**config.mk**
```make
export PLATFORM = sky130hd
export DESIGN_NAME = pms_window
export DESIGN_NICKNAME = d
export VERILOG_FILES = /design/src/hdl/pms_pkg.sv /design/src/hdl/pms_window.sv
export SDC_FILE = /design/constraint.sdc
export NUM_CORES = 1
export LEC_CHECK = 0
export ABC_CLOCK_PERIOD_IN_PS = 12500
export BUFFER_PORTS_ARGS = -buffer_cell sky130_fd_sc_hd__buf_2
export CORE_ASPECT_RATIO = 0.75
export CORE_MARGIN = 1.5
export CORE_UTILIZATION = 46
export CTS_CLUSTER_DIAMETER = 150
export DETAILED_ROUTE_END_ITERATION = 6
export SYNTH_ARGS = -nofsm -noshare
export SYNTH_HDL_FRONTEND = slang
export SYNTH_SLANG_ARGS = --single-unit
```
**constraint.sdc**
```tcl
create_clock -name clk -period 12.5 [get_ports clk]
set_clock_uncertainty 0.15 [all_clocks]
set_input_delay 0.625 -clock clk [delete_from_list [all_inputs] [get_ports clk]]
set_output_delay 0.625 -clock clk [all_outputs]
set_load 0.05 [all_outputs]
```
**src/hdl/pms_pkg.sv**
```systemverilog
package pms_pkg;

    localparam int SAMPLE_BITS   = 16;
    localparam int LUT_ADDR_BITS = 10;
    localparam int LUT_SIZE      = 1 << LUT_ADDR_BITS;
    localparam int LUT_LAST      = LUT_SIZE - 1;
    localparam int FS_INT        = (1 << SAMPLE_BITS) - 1;
    localparam int MID_LO_INT    = (FS_INT + 999) / 1000;
    localparam int LOG_GAIN      = 500;
    localparam int ASINH_GAIN    = 50;
    localparam int LOG2_FRAC     = 30;

    typedef logic [SAMPLE_BITS-1:0] sample_t;
    typedef logic [LUT_ADDR_BITS-1:0] lut_addr_t;
    typedef sample_t rom_t [LUT_SIZE];

    localparam sample_t FULL_SCALE = SAMPLE_BITS'(FS_INT);
    localparam sample_t HALF_SCALE = SAMPLE_BITS'((FS_INT + 1) / 2);
    localparam sample_t MID_LO     = SAMPLE_BITS'(MID_LO_INT);
    localparam sample_t MID_HI     = SAMPLE_BITS'(FS_INT - MID_LO_INT);

    // Pipeline depths of the three processing sections.
    localparam int WIN_STEPS = SAMPLE_BITS;
    localparam int WIN_LAT   = WIN_STEPS + 1;
    localparam int SHAPE_LAT = 3;
    localparam int MTF_STEPS = SAMPLE_BITS;
    localparam int MTF_LAT   = MTF_STEPS + 3;
    localparam int PIPE_LAT  = WIN_LAT + SHAPE_LAT + MTF_LAT;

    typedef enum logic [1:0] {
        REG_BLACK   = 2'd0,
        REG_WHITE   = 2'd1,
        REG_MIDTONE = 2'd2,
        REG_SHAPE   = 2'd3
    } reg_index_t;

    typedef enum logic [1:0] {
        SHAPE_LINEAR = 2'd0,
        SHAPE_LOG    = 2'd1,
        SHAPE_ASINH  = 2'd2
    } shape_mode_t;

    // Fixed-point log2 with LOG2_FRAC fraction bits, by repeated squaring.
    function automatic logic [63:0] log2q(logic [63:0] v);
        int e;
        logic [63:0] m;
        logic [63:0] r;
        e = 0;
        for (int i = 0; i < 64; i++) begin
            if (v[i]) e = i;
        end
        m = (e >= 31) ? (v >> (e - 31)) : (v << (31 - e));
        r = 64'(e) << LOG2_FRAC;
        for (int k = LOG2_FRAC - 1; k >= 0; k--) begin
            m = (m * m) >> 31;
            if (m >= 64'h1_0000_0000) begin
                m = m >> 1;
                r[k] = 1'b1;
            end
        end
        if (v == 64'd0) r = 64'd0;
        return r;
    endfunction

    function automatic logic [63:0] isqrt64(logic [63:0] v);
        logic [63:0] r;
        logic [63:0] b;
        logic [63:0] x;
        r = 64'd0;
        b = 64'd1 << 62;
        x = v;
        for (int i = 0; i < 32; i++) begin
            if (b > x) b = b >> 2;
        end
        for (int i = 0; i < 32; i++) begin
            if (b != 64'd0) begin
                if (x >= r + b) begin
                    x = x - (r + b);
                    r = (r >> 1) + b;
                end else begin
                    r = r >> 1;
                end
                b = b >> 2;
            end
        end
        return r;
    endfunction

    function automatic logic [63:0] asinh_arg(logic [63:0] i);
        logic [63:0] sq;
        sq = 64'(ASINH_GAIN * ASINH_GAIN) * i * i + 64'(LUT_LAST) * 64'(LUT_LAST);
        return 64'(ASINH_GAIN) * i * 64'd256 + isqrt64(sq << 16);
    endfunction

    // floor(num * FS / span) saturated, as a shift-subtract long division.
    function automatic sample_t rom_scale(logic [63:0] num, logic [63:0] span);
        logic [63:0] p;
        logic [63:0] q;
        logic [63:0] rem;
        p = num * 64'(FS_INT);
        q = 64'd0;
        rem = 64'd0;
        for (int k = 63; k >= 0; k--) begin
            rem = {rem[62:0], p[k]};
            if (rem >= span) begin
                rem = rem - span;
                q[k] = 1'b1;
            end
        end
        if (span == 64'd0) q = 64'd0;
        if (q > 64'(FS_INT)) q = 64'(FS_INT);
        return SAMPLE_BITS'(q);
    endfunction

    // Curve table: sel 0 gives log1p, sel 1 gives asinh.
    function automatic rom_t build_rom(logic sel);
        rom_t tbl;
        logic [63:0] lbase;
        logic [63:0] lspan;
        logic [63:0] abase;
        logic [63:0] aspan;
        lbase = log2q(64'(LUT_LAST));
        lspan = log2q(64'(LUT_LAST) * 64'(LOG_GAIN + 1)) - lbase;
        abase = log2q(asinh_arg(64'd0));
        aspan = log2q(asinh_arg(64'(LUT_LAST))) - abase;
        for (int i = 0; i < LUT_SIZE; i++) begin
            if (sel) begin
                tbl[i] = rom_scale(log2q(asinh_arg(64'(i))) - abase, aspan);
            end else begin
                tbl[i] = rom_scale(log2q(64'(LUT_LAST) + 64'(LOG_GAIN) * 64'(i)) - lbase,
                                   lspan);
            end
        end
        return tbl;
    endfunction

endpackage

```
**src/hdl/pms_window.sv**
```systemverilog
module pms_window
    import pms_pkg::*;
(
    input  logic    clk,
    input  logic    en,
    input  sample_t v,
    input  sample_t black,
    input  sample_t white,
    output sample_t t
);

    sample_t rem_reg  [WIN_STEPS+1];
    sample_t low_reg  [WIN_STEPS+1];
    sample_t quo_reg  [WIN_STEPS+1];
    sample_t den_reg  [WIN_STEPS+1];
    logic    zero_reg [WIN_STEPS+1];
    logic    sat_reg  [WIN_STEPS+1];

    sample_t rem_next [WIN_STEPS+1];
    logic    ge_next  [WIN_STEPS+1];

    sample_t                  d;
    sample_t                  den;
    logic [2*SAMPLE_BITS-1:0] num;

    // Prep: offset, divisor and the scaled numerator d * FS.
    always_comb
    begin
        d   = v - black;
        den = (white > black) ? (white - black) : sample_t'(1);
        num = {d, {SAMPLE_BITS{1'b0}}} - (2*SAMPLE_BITS)'(d);
    end

    // One quotient bit per stage; the remainder stays below den unless d >= den, where the result saturates.
    always_comb
    begin
        rem_next[0] = '0;
        ge_next[0]  = 1'b0;
        for (int k = 1; k <= WIN_STEPS; k++)
        begin
            logic [SAMPLE_BITS:0] sh;
            sh          = {rem_reg[k-1], low_reg[k-1][SAMPLE_BITS-1]};
            ge_next[k]  = (sh >= (SAMPLE_BITS+1)'(den_reg[k-1]));
            rem_next[k] = ge_next[k] ? SAMPLE_BITS'(sh - (SAMPLE_BITS+1)'(den_reg[k-1]))
                                     : sh[SAMPLE_BITS-1:0];
        end
    end

    always_ff @(posedge clk)
    begin
        if (en)
        begin
            rem_reg[0]  <= num[2*SAMPLE_BITS-1:SAMPLE_BITS];
            low_reg[0]  <= num[SAMPLE_BITS-1:0];
            quo_reg[0]  <= '0;
            den_reg[0]  <= den;
            zero_reg[0] <= (v <= black);
            sat_reg[0]  <= (d >= den);
            for (int k = 1; k <= WIN_STEPS; k++)
            begin
                rem_reg[k]  <= rem_next[k];
                low_reg[k]  <= {low_reg[k-1][SAMPLE_BITS-2:0], 1'b0};
                quo_reg[k]  <= {quo_reg[k-1][SAMPLE_BITS-2:0], ge_next[k]};
                den_reg[k]  <= den_reg[k-1];
                zero_reg[k] <= zero_reg[k-1];
                sat_reg[k]  <= sat_reg[k-1];
            end
        end
    end

    assign t = zero_reg[WIN_STEPS] ? '0 :
               sat_reg[WIN_STEPS]  ? FULL_SCALE : quo_reg[WIN_STEPS];

endmodule

```
==> run summary <==
outcome - finished clean
Post-CTS Setup Bufs - 0
Core Util, Final - 51.73%
crit-path max cell delay - 0.67 ns
Seq cells post-synth - 818
largest net degree at the start of global routing - 198
hold path start - quo_reg[1][35]
vias in the first global route - 25670
maximum vdd drop - 137.3 µV
Critical Path Start Type - input port
Vias/cell - 5.522
CTS clk-pin slew, worst paths - 0.07 ns
post-cts hold buffer count - 0
gr ovfl total - 0
Max transition margin - 26.39%
Worst EP arrival - 5.47 ns
Post-synth ARST share - 0%
main flop type after synthesis - edfxtp_1
Initial Utilization - 46.64%
Yosys cell types - 69
Reg2Reg Launch Point - den_reg[0][1]
initial antenna violation count - 1
CTS Buf Count - 83
GRT Util Overall - 19.57%
R2R Setup Slk - 8.47 ns
die height - 264.6 µm
post_cts resized - 0
# IOs - 66
Routed Antenna Nets - 0
routed len/inst - 19.21 µm
Clock Tree Buf Depth - 3
Setup violations, final - 0
Final Slew Violations - 0
EDFF count, synth - 818
clock latency on the worst-skew pair - 0.65 ns
post-synthesis sequential area ratio - 58.54%
synthesis-to-layout area growth - 10.92%
Worst Setup End Kind - flop
DRC viols - 0
Hold Path End - quo_reg[1][52]
clock sinks - 818
first-pass GRT wire length - 143200 µm
Setup CP Type - in -> reg
Post-Syn Instances - 3319
Max-cap violations - 0
Pleak - 18.38 nW
Avg Inst Size Synth - 12.64 µm²
via count - 26130
Syn Std Cell Area - 41960 µm²
Critical Path Fanout Max - 31
GPL Wtd Cong - 0.8930
RSZ-0062 raised after global routing - no
row count - 95
Final Power - 10.99 mW
Critical R2R Capture - rem_reg[0][27]
Max Clock Freq - 0.1912 GHz
H-tree Lvls - 3
Port Buffers - 65
crit path cell chain - buf_2 -> inv_1 -> ha_1 -> inv_1 -> fa_1 -> a21o_1 -> a21oi_1 -> o21ai_0 -> a2111oi_0 -> nor2_1 -> a221oi_1 -> a31oi_2 -> buf_4 -> nand2_1 -> ha_1 -> nand2b_1 -> a21o_1 -> a21o_1 -> a211oi_1 -> o21bai_1 -> a211oi_1 -> o21ai_0 -> a211o_1
layout cells sized above 1 - 10.97%
Root Buffer - clkbuf_16
Die W - 351.8 µm
setup TNS - 0 ns
Initial DRT Pass Iterations - 5
Max stage delay cell, worst path - a2111oi_0
Pwr Density - 236.1 nW/µm²
yosys warns - 0
TritonCTS clock tree - done
core area - 89980 µm²
Post-Synthesis Net Count - 3692
reg2reg path depth - 9
initial drt markers - 1994
Hold Path Class - reg -> reg
DP Wirelength - 66780 µm
Routed Wire Length - 90880 µm
post-layout minimum cycle time - 5.229 ns
final hold vios - 0
NumNets Final - 3829
slew at the pin closest to its max-slew limit - 1.104 ns
required time worst endpoint - 12.74 ns
cell mode on critical path - a21o_1
full die area - 93060 µm²
Worst Hold Depth - 0
Final period util - 41.83%
[cell usage in the layout, fill, tap and decap left out, drive strengths merged, types with 70 or more instances in the layout]
cell	n
nand2	149
nor2	224
edfxtp	818
a21o	88
o21ai	152
buf	86
ha	306
clkbuf	97
inv	337
xnor2	127
nor3	92
a21oi	138
mux2	154
nand3	70
[power breakdown]
part | leakage, nW | internal, mW | switching, mW
sequential | 7.98 | 3.90 | 0.325
clock | 1.28 | 1.34 | 1.07
combinational | 9.12 | 1.99 | 2.36
total | 18.4 | 7.23 | 3.76
[metal layers]
metal,GRT usage (%),vias to the layer above,share of wire [%]
li1,-,12620,-
met1,29.63,12790,50
met2,29.36,599,44
met3,3.221,119,4.7
met4,4.613,2,2.0
met5,0,-,0.014
[final cells by class]
| type | count | area [µm²] |
|---|---|---|
| flip-flops and latches | 818 | 24560 |
| inverters | 334 | 1254 |
| diodes | 1 | 2.502 |
| clock buffers | 97 | 2130 |
| well taps | 1212 | 1516 |
| multi-input cells | 2133 | 16060 |
| fillers | 7613 | 43430 |
| clock inverters | 50 | 506.7 |
| repair buffers | 86 | 518.0 |
[per-stage QoR]
stage	hold WS [ns]	worst slack, ns	area (µm²)	std cells
after global routing	0.2697	7.001	46540	4730
after floorplan	0.2503	7.553	41960	3319
after global placement	0.2505	6.818	43910	4583
after detailed placement	0.2545	6.679	43910	4583
final	0.2626	7.271	46550	4731
after CTS	0.2646	7.341	46540	4730
[cells in the mapped netlist, drive strengths merged, types with 36 or more instances]
cell type | instances | area, µm²
o21a | 41 | 307.8
nand3 | 70 | 350.3
nand4 | 43 | 269.0
nor3 | 92 | 460.4
a21o | 88 | 660.6
o21ai | 152 | 760.7
nand2 | 149 | 559.3
nand2b | 45 | 281.5
ha | 306 | 3829
edfxtp | 818 | 24560
xor2 | 68 | 595.6
mux2 | 154 | 1734
nor2b | 36 | 225.2
a21oi | 138 | 690.7
nor2 | 224 | 840.8
xnor2 | 127 | 1112
inv | 334 | 1254
[cell families after synthesis]
kind of cell | after synthesis | share of synthesized area, %
adder cells (fa/ha/maj) | 323 | 9.935
AO/OA/AOI/OAI | 636 | 9.914
multiplexers | 183 | 4.824
AND/OR/NAND/NOR | 796 | 9.380
buffers and inverters | 368 | 3.339
flip-flops | 818 | 58.54
XOR/XNOR | 195 | 4.070
[worst max-delay path, delay by kind of cell]
kind                       cells  cell delay, ns
AOI/OAI and AO/OA             13            3.17
adders and majority gates      3            0.77
and+or+nand+nor                3            0.45
buffers and inverters          4            0.43
[how the worst max path moves through the flow]
stage / startpoint / depth (start not counted) / end / slack (ns)
after CTS: white[0] / 23 / sat_reg[0][0] / 7.34
after detailed placement: white[0] / 23 / sat_reg[0][0] / 6.68
after global placement: white[0] / 23 / sat_reg[0][0] / 6.82
final: white[0] / 23 / sat_reg[0][0] / 7.27
after global routing: white[0] / 23 / sat_reg[0][0] / 7.00
after floorplan: white[0] / 22 / sat_reg[0][0] / 7.55
Power figures use the tool's default switching activity.
