**src/hdl/pms_pkg.sv**
```systemverilog
package pms_pkg;

    localparam int SAMPLE_BITS   = 16;
    localparam int LUT_ADDR_BITS = 10;
    localparam int LUT_SIZE      = 1 << LUT_ADDR_BITS;
    localparam int LUT_LAST      = LUT_SIZE - 1;
    localparam int FS_INT        = (1 << SAMPLE_BITS) - 1;
    localparam int MID_LO_INT    = (FS_INT + 999) / 1000;
    localparam int LOG_GAIN      = 500;
    localparam int ASINH_GAIN    = 50;
    localparam int LOG2_FRAC     = 30;

    typedef logic [SAMPLE_BITS-1:0] sample_t;
    typedef logic [LUT_ADDR_BITS-1:0] lut_addr_t;
    typedef sample_t rom_t [LUT_SIZE];

    localparam sample_t FULL_SCALE = SAMPLE_BITS'(FS_INT);
    localparam sample_t HALF_SCALE = SAMPLE_BITS'((FS_INT + 1) / 2);
    localparam sample_t MID_LO     = SAMPLE_BITS'(MID_LO_INT);
    localparam sample_t MID_HI     = SAMPLE_BITS'(FS_INT - MID_LO_INT);

    // Pipeline depths of the three processing sections.
    localparam int WIN_STEPS = SAMPLE_BITS;
    localparam int WIN_LAT   = WIN_STEPS + 1;
    localparam int SHAPE_LAT = 3;
    localparam int MTF_STEPS = SAMPLE_BITS;
    localparam int MTF_LAT   = MTF_STEPS + 3;
    localparam int PIPE_LAT  = WIN_LAT + SHAPE_LAT + MTF_LAT;

    typedef enum logic [1:0] {
        REG_BLACK   = 2'd0,
        REG_WHITE   = 2'd1,
        REG_MIDTONE = 2'd2,
        REG_SHAPE   = 2'd3
    } reg_index_t;

    typedef enum logic [1:0] {
        SHAPE_LINEAR = 2'd0,
        SHAPE_LOG    = 2'd1,
        SHAPE_ASINH  = 2'd2
    } shape_mode_t;

    // Fixed-point log2 with LOG2_FRAC fraction bits, by repeated squaring.
    function automatic logic [63:0] log2q(logic [63:0] v);
        int e;
        logic [63:0] m;
        logic [63:0] r;
        e = 0;
        for (int i = 0; i < 64; i++) begin
            if (v[i]) e = i;
        end
        m = (e >= 31) ? (v >> (e - 31)) : (v << (31 - e));
        r = 64'(e) << LOG2_FRAC;
        for (int k = LOG2_FRAC - 1; k >= 0; k--) begin
            m = (m * m) >> 31;
            if (m >= 64'h1_0000_0000) begin
                m = m >> 1;
                r[k] = 1'b1;
            end
        end
        if (v == 64'd0) r = 64'd0;
        return r;
    endfunction

    function automatic logic [63:0] isqrt64(logic [63:0] v);
        logic [63:0] r;
        logic [63:0] b;
        logic [63:0] x;
        r = 64'd0;
        b = 64'd1 << 62;
        x = v;
        for (int i = 0; i < 32; i++) begin
            if (b > x) b = b >> 2;
        end
        for (int i = 0; i < 32; i++) begin
            if (b != 64'd0) begin
                if (x >= r + b) begin
                    x = x - (r + b);
                    r = (r >> 1) + b;
                end else begin
                    r = r >> 1;
                end
                b = b >> 2;
            end
        end
        return r;
    endfunction

    function automatic logic [63:0] asinh_arg(logic [63:0] i);
        logic [63:0] sq;
        sq = 64'(ASINH_GAIN * ASINH_GAIN) * i * i + 64'(LUT_LAST) * 64'(LUT_LAST);
        return 64'(ASINH_GAIN) * i * 64'd256 + isqrt64(sq << 16);
    endfunction

    // floor(num * FS / span) saturated, as a shift-subtract long division.
    function automatic sample_t rom_scale(logic [63:0] num, logic [63:0] span);
        logic [63:0] p;
        logic [63:0] q;
        logic [63:0] rem;
        p = num * 64'(FS_INT);
        q = 64'd0;
        rem = 64'd0;
        for (int k = 63; k >= 0; k--) begin
            rem = {rem[62:0], p[k]};
            if (rem >= span) begin
                rem = rem - span;
                q[k] = 1'b1;
            end
        end
        if (span == 64'd0) q = 64'd0;
        if (q > 64'(FS_INT)) q = 64'(FS_INT);
        return SAMPLE_BITS'(q);
    endfunction

    // Curve table: sel 0 gives log1p, sel 1 gives asinh.
    function automatic rom_t build_rom(logic sel);
        rom_t tbl;
        logic [63:0] lbase;
        logic [63:0] lspan;
        logic [63:0] abase;
        logic [63:0] aspan;
        lbase = log2q(64'(LUT_LAST));
        lspan = log2q(64'(LUT_LAST) * 64'(LOG_GAIN + 1)) - lbase;
        abase = log2q(asinh_arg(64'd0));
        aspan = log2q(asinh_arg(64'(LUT_LAST))) - abase;
        for (int i = 0; i < LUT_SIZE; i++) begin
            if (sel) begin
                tbl[i] = rom_scale(log2q(asinh_arg(64'(i))) - abase, aspan);
            end else begin
                tbl[i] = rom_scale(log2q(64'(LUT_LAST) + 64'(LOG_GAIN) * 64'(i)) - lbase,
                                   lspan);
            end
        end
        return tbl;
    endfunction

endpackage

```
**src/hdl/pms_mtf.sv**
```systemverilog
module pms_mtf
    import pms_pkg::*;
(
    input  logic    clk,
    input  logic    en,
    input  sample_t s,
    input  sample_t m,
    output sample_t pix
);

    localparam int PW = 2 * SAMPLE_BITS;
    localparam int NW = 3 * SAMPLE_BITS;
    localparam int DW = 2 * SAMPLE_BITS + 1;

    typedef struct packed {
        logic zero;
        logic full;
        logic half;
        logic sat;
    } mtf_flags_t;

    // Products stage.
    sample_t        s_p_reg;
    sample_t        m_p_reg;
    logic [PW-1:0]  as_reg;
    logic [PW-1:0]  ms_reg;

    // Numerator and denominator stage.
    logic [NW-1:0]  n_reg;
    logic [DW-1:0]  d_nd_reg;
    mtf_flags_t     fl_nd_reg;

    // Division stages; index 0 is the start of the division.
    logic [DW-1:0]      rem_reg [MTF_STEPS+1];
    sample_t            low_reg [MTF_STEPS+1];
    sample_t            quo_reg [MTF_STEPS+1];
    logic [DW-1:0]      d_reg   [MTF_STEPS+1];
    mtf_flags_t         fl_reg  [MTF_STEPS+1];

    logic [DW-1:0] rem_next [MTF_STEPS+1];
    logic          ge_next  [MTF_STEPS+1];

    logic [SAMPLE_BITS:0] sm;
    logic [DW-1:0]        smf;
    logic [DW-1:0]        d_next;
    mtf_flags_t           fl_next;
    mtf_flags_t           fl_last;

    always_comb
    begin
        sm     = (SAMPLE_BITS+1)'(s_p_reg) + (SAMPLE_BITS+1)'(m_p_reg);
        smf    = {sm, {SAMPLE_BITS{1'b0}}} - DW'(sm);
        d_next = smf - {ms_reg, 1'b0};
        fl_next.zero = (s_p_reg == '0);
        fl_next.full = (s_p_reg == FULL_SCALE);
        fl_next.half = (s_p_reg == m_p_reg);
        fl_next.sat  = 1'b0;
    end

    always_comb
    begin
        rem_next[0] = '0;
        ge_next[0]  = 1'b0;
        for (int k = 1; k <= MTF_STEPS; k++)
        begin
            logic [DW:0] sh;
            sh          = {rem_reg[k-1], low_reg[k-1][SAMPLE_BITS-1]};
            ge_next[k]  = (sh >= {1'b0, d_reg[k-1]});
            rem_next[k] = ge_next[k] ? DW'(sh - {1'b0, d_reg[k-1]}) : sh[DW-1:0];
        end
    end

    always_ff @(posedge clk)
    begin
        if (en)
        begin
            s_p_reg   <= s;
            m_p_reg   <= m;
            as_reg    <= PW'(FULL_SCALE - m) * PW'(s);
            ms_reg    <= PW'(m) * PW'(s);

            n_reg     <= {as_reg, {SAMPLE_BITS{1'b0}}} - NW'(as_reg);
            d_nd_reg  <= d_next;
            fl_nd_reg <= fl_next;

            rem_reg[0] <= DW'(n_reg[NW-1:SAMPLE_BITS]);
            low_reg[0] <= n_reg[SAMPLE_BITS-1:0];
            quo_reg[0] <= '0;
            d_reg[0]   <= d_nd_reg;
            fl_reg[0]  <= '{zero: fl_nd_reg.zero, full: fl_nd_reg.full,
                            half: fl_nd_reg.half,
                            sat:  (DW'(n_reg[NW-1:SAMPLE_BITS]) >= d_nd_reg)};
            for (int k = 1; k <= MTF_STEPS; k++)
            begin
                rem_reg[k] <= rem_next[k];
                low_reg[k] <= {low_reg[k-1][SAMPLE_BITS-2:0], 1'b0};
                quo_reg[k] <= {quo_reg[k-1][SAMPLE_BITS-2:0], ge_next[k]};
                d_reg[k]   <= d_reg[k-1];
                fl_reg[k]  <= fl_reg[k-1];
            end
        end
    end

    assign fl_last = fl_reg[MTF_STEPS];
    assign pix = fl_last.zero ? '0 :
                 fl_last.full ? FULL_SCALE :
                 fl_last.half ? HALF_SCALE :
                 fl_last.sat  ? FULL_SCALE : quo_reg[MTF_STEPS];

endmodule

```
**config.mk**
```make
export PLATFORM = sky130hd
export DESIGN_NAME = pms_mtf
export DESIGN_NICKNAME = d
export VERILOG_FILES = /design/src/hdl/pms_pkg.sv /design/src/hdl/pms_mtf.sv
export SDC_FILE = /design/constraint.sdc
export NUM_CORES = 2
export LEC_CHECK = 0
export BUFFER_PORTS_ARGS = -buffer_cell sky130_fd_sc_hd__buf_2
export CAP_MARGIN = 20
export CORE_AREA = 2 2 457 459
export DETAILED_ROUTE_END_ITERATION = 7
export DIE_AREA = 0 0 459 461
export PLACE_DENSITY = 0.65
export SYNTH_ARGS = -nofsm -noshare
export SYNTH_HDL_FRONTEND = slang
export SYNTH_SLANG_ARGS = --single-unit
```
**constraint.sdc**
```tcl
create_clock -name clk -period 12.5 [get_ports clk]
set_input_delay 0.625 -clock clk [delete_from_list [all_inputs] [get_ports clk]]
set_output_delay 0.625 -clock clk [all_outputs]
set_load 0.02 [all_outputs]
```
==> run metrics <==
max cap viols=0; simple-gate share of the synthesized area=11.3%; Setup Skew=0.0450 ns; synthesis-to-finish area growth=8.33%; Initial Util=49.9%; mux contribution to synthesized area=1.43%; # H-tree levels=4; Slowest cell on crit path=fa_1; top cells by area, synth=edfxtp_1, ha_1, fa_1; CP Data Arrival Time=7.26 ns; nets=10,800; setup ws final=5.78 ns; Top FF cell, synth=edfxtp_1; crit path kind=in -> reg; Slew @ Worst Pin=1.07 ns; drt via density=5.56; required time worst endpoint=13.04 ns; Sw Ratio=42.5%; Post-synth EDFFs=1,575; Compound-Gate Fraction of Synth Area=12.5%; IO buf count=49; fmax=149 MHz; pre-CTS setup slack=4.94 ns; GR Overflow Total=0; min-delay worst type=in -> reg; CTS max path bufs=3; Synth Instances=9,490; largest net degree at the start of global routing=153; # DRC=0; Final setup viols=0; Num CTS Buffers=172; PwrDens=293 nW/µm²; clock power share=15.2%; Tmin final=6.72 ns; Total GRT Usage=22.8%; core region area=206,000 µm²; Max VDD drop=0.374 mV; die area=212,000 µm²; Critical Path Source Type=input port; GP Congestion=0.926; leakage power=47.4 nW; syn_nets=10,800; row count=167; PostCTS Resize Cnt=0; syn avg cell area=10.8 µm²; sequential share of the synthesized area=46.0%; DIE HEIGHT=461 µm; async set-reset flop share out of synthesis=0%; clk_lat worst skew=0.84 ns; warnings from Yosys=0; Yosys reg bits=1,575; die width=459 µm; unrepaired setup endpoints after global routing=no; Setup TNS=0 ns; layout cell share with drive strength beyond 1=5.48%; post-synthesis adder-cell area fraction=18.5%; Critical Path Max Stage Delay=0.58 ns; Final period util=53.8%; crit-path cells=buf_2 -> and2_1 -> fa_1 -> inv_1 -> fa_1 -> fa_1 -> fa_1 -> inv_1 -> fa_1 -> inv_1 -> fa_1 -> inv_1 -> ha_1 -> a21o_1 -> a21o_1 -> a21oi_1 -> o31ai_1 -> a31oi_1 -> o21ai_1 -> o41a_1 -> a21o_1 -> a211oi_1 -> xnor2_1; Max Fanout on Critical Path=33; 1st-pass router iterations=8; CTS tree=built; Yosys top cell area share=46.0%; clock root buffer=clkbuf_16; I/O Pins=50; Final Hold Vio Count=0; Antenna Nets Post-Route=0; Slew headroom=27.9%; cell area after layout=111,000 µm²; initial antenna violation count=5; crit end category=flop; outcome=completed; sequential share of power=28.5%; DR iter-0 viols=4,795; post-DP HPWL=184 mm; Vias=68,600; Slew Viols, Final=0; # hold bufs at CTS=0; library cells used by synthesis=96; Synth Cell Area=103,000 µm²; Setup Fix Bufs, Post-CTS=0; total internal power=18.8 mW; Largest register FFs=528; XOR/XNOR share of the synthesized area=4.62%; first-pass GRT wire length=381 mm; count leader, synth=edfxtp_1; Post-synth top cells=edfxtp_1, inv_1, ha_1, nand2_1, a21oi_1; clk sink count=1,575; vias in the first global route=69,500; number of fill cells=17,600; Tot Pwr=32.7 mW; Top cell by count, worst path=fa_1; Sw Pwr=13.9 mW; Comb pwr share=56.3%; largest family of logic cells by synthesized area=adder cells; cell area after placement=106,000 µm²; clk slew on worst S/H paths=0.06 ns; WL/cell=19.6 µm; biggest area consumer among synthesized cells=edfxtp_1; final wirelength=241 mm
-- placed cells by master, fill, tap and decap left out, types with 37 or more instances in the layout --
cell type / n
a211oi_1: 51
a21o_1: 320
a21oi_1: 618
a31oi_1: 51
and2_1: 148
and3_1: 50
buf_2: 48
buf_4: 55
clkbuf_1: 37
clkbuf_16: 173
edfxtp_1: 1575
fa_1: 407
ha_1: 872
inv_1: 1260
mux2_2: 101
nand2_1: 688
nand2b_1: 220
nand3_1: 137
nand4_1: 100
nor2_1: 549
nor2b_1: 218
nor3_1: 97
o21a_1: 88
o21ai_0: 523
o21bai_1: 66
o31ai_1: 59
xnor2_1: 335
xor2_1: 208
-- cells by family after synthesis --
| family | after synthesis |
|---|---|
| AND/OR/NAND/NOR | 2371 |
| AO/OA/AOI/OAI | 2053 |
| flip-flops | 1575 |
| buffers and inverters | 1540 |
| adder cells (fa/ha/maj) | 1279 |
| XOR/XNOR | 543 |
| multiplexers | 129 |
-- metal layers --
metal	up-vias	share of wire, %	global-route usage [%]
met5	-	0.0079	0
met4	2	4.5	10.2
met3	473	3.7	2.69
met2	1590	51	41.2
met1	33300	41	27.2
li1	33300	-	-
-- critical path: cells and delay by family --
kind	cells	cell delay, ns
simple gates	1	0.31
xor+xnor	1	0.11
fa+ha+maj	7	3.45
compound gates	9	2.14
buf+inv	5	0.58
-- layout make-up --
type	count	area [µm²]	share of cell area, %
Antenna cell	4	10.0	0.00898
Timing Repair Buffer	106	713	0.640
Inverter	1262	4740	4.25
Tap cell	2704	3380	3.03
Multi-Input combinational cell	6375	49800	44.7
Clock buffer	210	4470	4.01
Clock inverter	97	1040	0.930
Sequential cell	1575	47300	42.4
-- stage by stage --
stage	instances	hold slack (ns)	util, %
after CTS	12300	0.323	54.0
after global routing	12300	0.370	54.0
after detailed placement	12000	0.405	51.3
final	12300	0.393	54.0
after global placement	12000	0.400	51.3
after floorplan	9490	0.400	-
-- worst paths after layout --
path / start / endpoint / slack [ns] / depth (start not counted)
hold reg to reg: quo_reg[0][216]$_DFFE_PP_ / quo_reg[0][233]$_DFFE_PP_ / 0.40 / 0
setup / recovery: s[6] / ms_reg[28]$_DFFE_PP_ / 5.78 / 23
setup reg to reg: s_p_reg[1]$_DFFE_PP_ / d_nd_reg[32]$_DFFE_PP_ / 6.05 / 22
hold / removal: en / ms_reg[27]$_DFFE_PP_ / 0.39 / 1
-- power by group through the flow --
stage	Combinational [mW]	Sequential [mW]	Clock [mW]
2_1_floorplan	13.5	8.90	0
3_3_place_gp	18.0	9.40	0
3_5_place_dp	18.2	9.42	0
4_1_cts	18.4	9.33	5.10
5_1_grt	20.6	9.46	5.30
6_report	18.4	9.32	4.95
Power figures use the tool's default switching activity.
